--- config.mk ---
export PLATFORM = sky130hd
export DESIGN_NAME = copt_chain
export DESIGN_NICKNAME = d
export VERILOG_FILES = /design/src/rtl/copt_pkg.sv /design/src/rtl/copt_cell.sv /design/src/rtl/copt_chain.sv
export SDC_FILE = /design/constraint.sdc
export NUM_CORES = 1
export LEC_CHECK = 0
export BUFFER_PORTS_ARGS = -buffer_cell sky130_fd_sc_hd__buf_2
export CAP_MARGIN = 10
export CELL_PAD_IN_SITES_DETAIL_PLACEMENT = 0
export CELL_PAD_IN_SITES_GLOBAL_PLACEMENT = 2
export CORE_MARGIN = 3
export CORE_UTILIZATION = 50
export CTS_CLUSTER_SIZE = 25
export DETAILED_ROUTE_END_ITERATION = 10
export GPL_TIMING_DRIVEN = 1
export PLACE_DENSITY_LB_ADDON = 0.25
export SLEW_MARGIN = 20
export SYNTH_ARGS = -nofsm -noshare
export SYNTH_HDL_FRONTEND = slang
export SYNTH_SLANG_ARGS = --single-unit
export TNS_END_PERCENT = 100
--- constraint.sdc ---
create_clock -name clock -period 18.8 [get_ports clock]
set_input_delay 2.82 -clock clock [delete_from_list [all_inputs] [get_ports clock]]
set_output_delay 2.82 -clock clock [all_outputs]
set_load 0.1 [all_outputs]
--- src/rtl/copt_pkg.sv ---
// Shared widths, types and constants of the convex polygon overlap test.
package copt_pkg;

   localparam int MAX_VERTICES = 16;
   localparam int CNT_W = $clog2(MAX_VERTICES + 1);
   localparam int IDX_W = $clog2(MAX_VERTICES);

   localparam int IN_W = 16;
   localparam int COORD_W = IN_W + 1;
   localparam int AXIS_W = COORD_W + 1;
   localparam int PROD_W = AXIS_W + COORD_W;
   localparam int DOT_W = PROD_W + 1;

   localparam logic signed [DOT_W-1:0] DOT_MAX = {1'b0, {(DOT_W-1){1'b1}}};
   localparam logic signed [DOT_W-1:0] DOT_MIN = {1'b1, {(DOT_W-1){1'b0}}};

   typedef struct packed {
      logic signed [COORD_W-1:0] x;
      logic signed [COORD_W-1:0] y;
   } vertex_type;

   // One vertex sent into the projection pipeline, tagged with its polygon.
   typedef struct packed {
      logic       valid;
      logic       tag;
      vertex_type vertex;
   } probe_type;

   typedef struct packed {
      logic signed [DOT_W-1:0] a_min;
      logic signed [DOT_W-1:0] a_max;
      logic signed [DOT_W-1:0] b_min;
      logic signed [DOT_W-1:0] b_max;
   } span_type;

   typedef enum logic [2:0] {
      ST_IDLE,
      ST_NORM0,
      ST_NORM1,
      ST_PASS_A,
      ST_PASS_B,
      ST_DRAIN,
      ST_CMP,
      ST_FINISH
   } state_type;

endpackage

--- src/rtl/copt_cell.sv ---
// One vertex cell of the rotating vertex chain.
module copt_cell (
   input  logic                 clock,
   input  logic                 shift_en,
   input  copt_pkg::vertex_type vertex_in,
   output copt_pkg::vertex_type vertex_out
);
   import copt_pkg::*;

   vertex_type vertex_ff;

   always_ff @(posedge clock) begin
      if (shift_en) begin
         vertex_ff <= vertex_in;
      end
   end

   assign vertex_out = vertex_ff;

endmodule

--- src/rtl/copt_chain.sv ---
// Vertex chain of one polygon: cells that load at the front and rotate in place.
module copt_chain (
   input  logic                      clock,
   input  logic                      reset,
   input  logic                      clear,
   input  logic                      load,
   input  logic                      rotate,
   input  copt_pkg::vertex_type      load_vertex,
   output copt_pkg::vertex_type      head,
   output logic [copt_pkg::CNT_W-1:0] count,
   output logic                      full
);
   import copt_pkg::*;

   logic [CNT_W-1:0] count_ff;
   logic [CNT_W-1:0] count_in;
   logic             shift_en;
   logic [IDX_W-1:0] head_idx;
   vertex_type       feed;
   vertex_type       link [MAX_VERTICES];

   assign full = (count_ff == CNT_W'(MAX_VERTICES));
   assign shift_en = (load && !full) || rotate;
   // The oldest vertex sits in the last occupied cell; rotation feeds it back in front.
   assign head_idx = IDX_W'(count_ff - CNT_W'(1));
   assign head = link[head_idx];
   assign feed = load ? load_vertex : head;

   genvar i;
   generate
      for (i = 0; i < MAX_VERTICES; i++) begin : g_cell
         if (i == 0) begin : g_front
            copt_cell u_cell (
               .clock      (clock),
               .shift_en   (shift_en),
               .vertex_in  (feed),
               .vertex_out (link[i])
            );
         end else begin : g_rest
            copt_cell u_cell (
               .clock      (clock),
               .shift_en   (shift_en),
               .vertex_in  (link[i-1]),
               .vertex_out (link[i])
            );
         end
      end
   endgenerate

   always_comb begin
      count_in = count_ff;
      if (clear) begin
         count_in = '0;
      end else if (load && !full) begin
         count_in = count_ff + CNT_W'(1);
      end
   end

   always_ff @(posedge clock) begin
      if (reset) begin
         count_ff <= '0;
      end else begin
         count_ff <= count_in;
      end
   end

   assign count = count_ff;

endmodule

# ---- After elaboration in Yosys (flattened, before gate mapping)
# Index checks and enable logic that the tools add are counted.
dict set report totals {
  ff_bits 549
  latchBits 0
  ramBits 0
  word_cells 46
  memories 0
  in_bits 39
  romBits 0
}
dict set report classes {
  mux 4
  magnitude_cmp 1
  n_div 0
  shift 0
  reduce_logical 4
  bitwise_logic 1
  n_addsub 2
  mul 0
  n_eq_ne 1
}
# cell n
set ops {}
lappend ops {{binary-select mux 34 bit (select 4 bit)} 1}
lappend ops {{two-way mux 34 bit} 3}
lappend ops {{adder 5 x 1 -> 5 bit, second input constant} 1}
lappend ops {{equality test 5 bit, second input constant} 1}
lappend ops {{greater-or-equal comparator 5 bit, second input constant} 1}
lappend ops {{NOT 4 -> 5 bit} 1}
lappend ops {{subtractor 4 x 1 -> 4 bit, second input constant} 1}
lappend ops {{OR reduction 2 bit} 1}
lappend ops {{logical AND 1 bit} 1}
lappend ops {{zero test 1 bit} 1}
lappend ops {{logical OR 1 bit} 1}

# ---- Longest topological paths before layout
dict set report logic_depth {
  word_depth 6
  mapped_depth 11
  mapped_depth_nobuf 6
}

# ---- Cells and area by module
# A second synthesis with hierarchy kept.
dict set report hier_totals {
  cells_unflattened 933
  hier_area_um2 21570.7
}
# mod instances area_each_um2 cells_each
set by_module_without_submodules {}
lappend by_module_without_submodules {copt_cell 16 1021.0 34}
lappend by_module_without_submodules {copt_chain 1 5235.0 389}

# ---- Worst setup path after synthesis
# No wires, ideal clock.
dict set report synth_path {
  path_type {input -> register}
  from {input port rotate}
  to {register g_cell[0].g_front.u_cell.vertex_ff (netlist bit g_cell[0].g_front.u_cell.vertex_out[0]) (enable)}
  t_required_ns 17.788
  cell_stages 1
  setup_slack_ns 2.011
  arrival_ns 15.777
  path_buffers 0
  path_cell_list {nand2b_1}
}
dict set report synth_between {
  elab_chain_cells 1
}
# element line_no
set synth_rtl {}
lappend synth_rtl {{start: declaration} copt_chain.sv:7} ;# input logic rotate,
lappend synth_rtl {{logical OR 1 bit} copt_chain.sv:23} ;# assign shift_en = (load && !full) || rotate;
lappend synth_rtl {{end signal: assignment} copt_cell.sv:14} ;# vertex_ff <= vertex_in;
lappend synth_rtl {{end: declaration} copt_cell.sv:10} ;# vertex_type vertex_ff;
# Every way passes these cells.
# A chain may end at the register's enable or synchronous reset.

==> flow_summary_export.csv <==
group,metric,value,unit
setup_path,crit_buf_inv,3,
floorplan,die_h,214,µm
synthesis,netlist_instances,934,
global_routing,antenna_found_initial,0,
global_routing,grt_max_degree,137,
layout,final_cell_area,0.0243,mm²
global_routing,gr-total-overflow,0,
timing,maxClockFrequency,0.140,GHz
layout,drive_gt1_share,27.1,%
timing,fin_skew,0.0123,ns
synthesis,yosys_warnings,0,
layout,nFillCells,3116,
route,wl,38600,µm
placed_design,pre_cts_slack,12.13,ns
route,routed_via_density,5.86,
placed_design,port_buffers,78,
synthesis,synth_top_area_cell,"edfxtp_1",
clock_tree,cts_inserted_buffers,56,
synthesis,yosys.area.top_type_share,75.5,%
route,drtIter0Drc,835,
synthesis,synth_mux_area_share,19.3,%
synthesis,synth_fa_ha_area_share,0.116,%
setup_path,cpLargestDelayFamily,"buffers and inverters",
floorplan,die_w,214,µm
timing,setup_tns,0,ns
timing,slew_violations,0,
setup_path,r2r_cells,7,
synthesis,synth_xor_area_share,0.364,%
setup_path,slowest_delay,0.90,ns
placed_design,placed_cell_area,0.0225,mm²
setup_path,r2r_setup_slack,14.63,ns
timing,hold_ws,0.435,ns
setup_path,worstPathArrival,4.33,ns
clock_tree,clkLatencyLatePin,0.59,ns
synthesis,synthTopCellsByArea,"edfxtp_1 (75%), mux4_2 (12%), mux2i_1 (4.8%)",
floorplan,start_util,51.1,%
setup_path,end_kind,"primary output",
timing,maxSlewHeadroom,29.5,%
route,dr.pass1.iters,5,
flow_run,max_cap_viol_count,0,
clock_tree,hold_buffers,0,
layout,final_cell_mix,"edfxtp_1 (544), mux4_2 (112), mux2i_1 (103)",
global_routing,grt_usage,17.2,%
pwr,ir_drop,0.0695,mV
synthesis,synth_nets,975,
global_routing,grt_pass1_wl,61400,µm
layout,multi_input_area,0.00485,mm²
route,drt.antenna.violating_nets,0,
clock_tree,cts_resized,0,
clock_tree,cts_tree,"done",
setup_path,timing.rr.end,"g_cell[9].g_rest.u_cell.vertex_out[0]",
clock_tree,cts_max_level,2,
setup_path,setup.worst_path.start_class,"flop",
synthesis,yosys.cell_types.count,28,
placed_design,gp_congestion,0.719,
placed_design,place_inst,1551,
synthesis,synthSimpleGateAreaFrac,1.02,%
global_routing,grt_pass1_vias,10300,
layout,final_common_cell,"edfxtp_1",
setup_path,worstSetupPathType,"flop to primary output",
setup_path,worst_path_most_repeated_cell,"mux2i_1",
synthesis,synth_top_family_by_area,"multiplexers",
worst_hold_path,hold_class,"flop to flop",
floorplan,io_pins,79,
floorplan,core-area,0.0423,mm²
synthesis,syn_area_per_cell,23.2,µm²
layout,seq_area,0.0164,mm²
timing,grt_setup_unrepaired,"no",
worst_hold_path,min-delay-start,"g_cell[11].g_rest.u_cell.vertex_out[14]",
clock_tree,clockBufferDepth,3,
setup_path,cp.required,15.98,ns
route,dr_total_vias,9696,
clock_tree,postCtsSetupBuffers,0,
floorplan,row_count,75,
worst_hold_path,worst_hold_path.endpoint,"g_cell[12].g_rest.u_cell.vertex_out[14]",
timing,tightest_slew,1.06,ns
pwr,power,3.01,mW
worst_hold_path,hold_path_depth,0,
synthesis,postSynth.asyncResetShare,0,%
timing,fin_ws,11.65,ns
clock_tree,cts_sinks,549,
layout,final_util,57.5,%
synthesis,synth-main-ff-cell,"edfxtp_1",
layout,insertedDiodeCount,0,
pwr,power.density,124,mW/mm²
timing,fin_crit_sh,38.0,%
layout,finalNonFillerCells,1655,
floorplan,die-area,0.0458,mm²
clock_tree,root_buffer,"clkbuf_16",
synthesis,synth-seq-area-share,75.9,%
placed_design,hpwl,20900,µm
synthesis,netlist_area,0.0216,mm²
setup_path,cp_slowest_cell,"buf_4",
setup_path,crit_chain,"inv_2 > ha_4 > buf_4 > mux4_2 > mux2i_1 > mux2i_1 > buf_2",
setup_path,reg2reg_from,"count[0]",
timing,setup_viol,0,
synthesis,synth_compound_area_share,1.40,%
synthesis,synth_edf_count,544,
layout,nNetsFinal,1075,
route,route.detailed.drc,0,
layout,syn_to_final_growth,12.4,%
timing,min_period,7.15,ns
outcome,status,"finished clean",
synthesis,ys_ff_latch,549,
timing,finalHoldViolations,0,
route,wl_per_cell,23.3,µm
pwr,p_leak,8.79,nW
setup_path,crit_fanout,57,
clock_tree,clk_pin_slew,0.06,ns
==> sequential cells by signal, indices dropped and copies added (netlist names) <==
signal	flops
g_cell.g_front.u_cell.vertex_out	34
count	5
g_cell.g_rest.u_cell.vertex_out	510
==> cell type report <==
type | instances | share of cell area, %
multi-input combinational | 329 | 19.9
clock inverter | 35 | 1.10
timing repair buffer | 95 | 2.38
tap | 577 | 2.97
clock buffer | 67 | 6.02
sequential | 549 | 67.6
inverter | 3 | 0.0463
==> where the power goes <==
group          internal (mW)  switching (mW)
registers               1.53          0.0697
logic                  0.122           0.240
clock network          0.606           0.448
==> layer usage <==
layer,share of wire [%],vias up,GRT usage [%],wire length (µm)
met3,4.9,54,3.34,1880
met4,1.7,0,3.97,657
met1,47,5164,27.1,18300
met5,0,-,0,0
met2,46,244,25.3,17700
li1,-,4234,-,-
==> worst max-delay path by stage <==
stage,slack [ns],depth (start not counted),start,end
after floorplan,2.01,1,rotate,g_cell[0].g_front.u_cell.vertex_out[0]
after global placement,12.23,6,load,g_cell[12].g_rest.u_cell.vertex_out[0]
after detailed placement,12.13,6,load,g_cell[10].g_rest.u_cell.vertex_out[0]
after CTS,11.54,7,count[0],head[21]
after global routing,11.39,7,count[0],head[3]
final,11.65,7,count[0],head[21]
==> cells in the mapped netlist, types with 2 or more instances <==
master      n
buf_2      19
buf_6      13
clkbuf_1   13
clkbuf_8    5
dfxtp_1     5
edfxtp_1  544
ha_1        2
inv_1       3
mux2i_1   103
mux4_1     24
mux4_2    112
nand2_1    35
nand2b_1    2
nand4_1     2
nor3_1      5
o221ai_1   33
xor2_1      3
==> cells by family after synthesis <==
kind of cell / count (synthesis)
mux: 239
compound gates: 34
fa+ha+maj: 2
simple gates: 48
flops: 549
buf+inv: 56
xor+xnor: 6
Note: power is estimated with default switching activity, not from simulation.
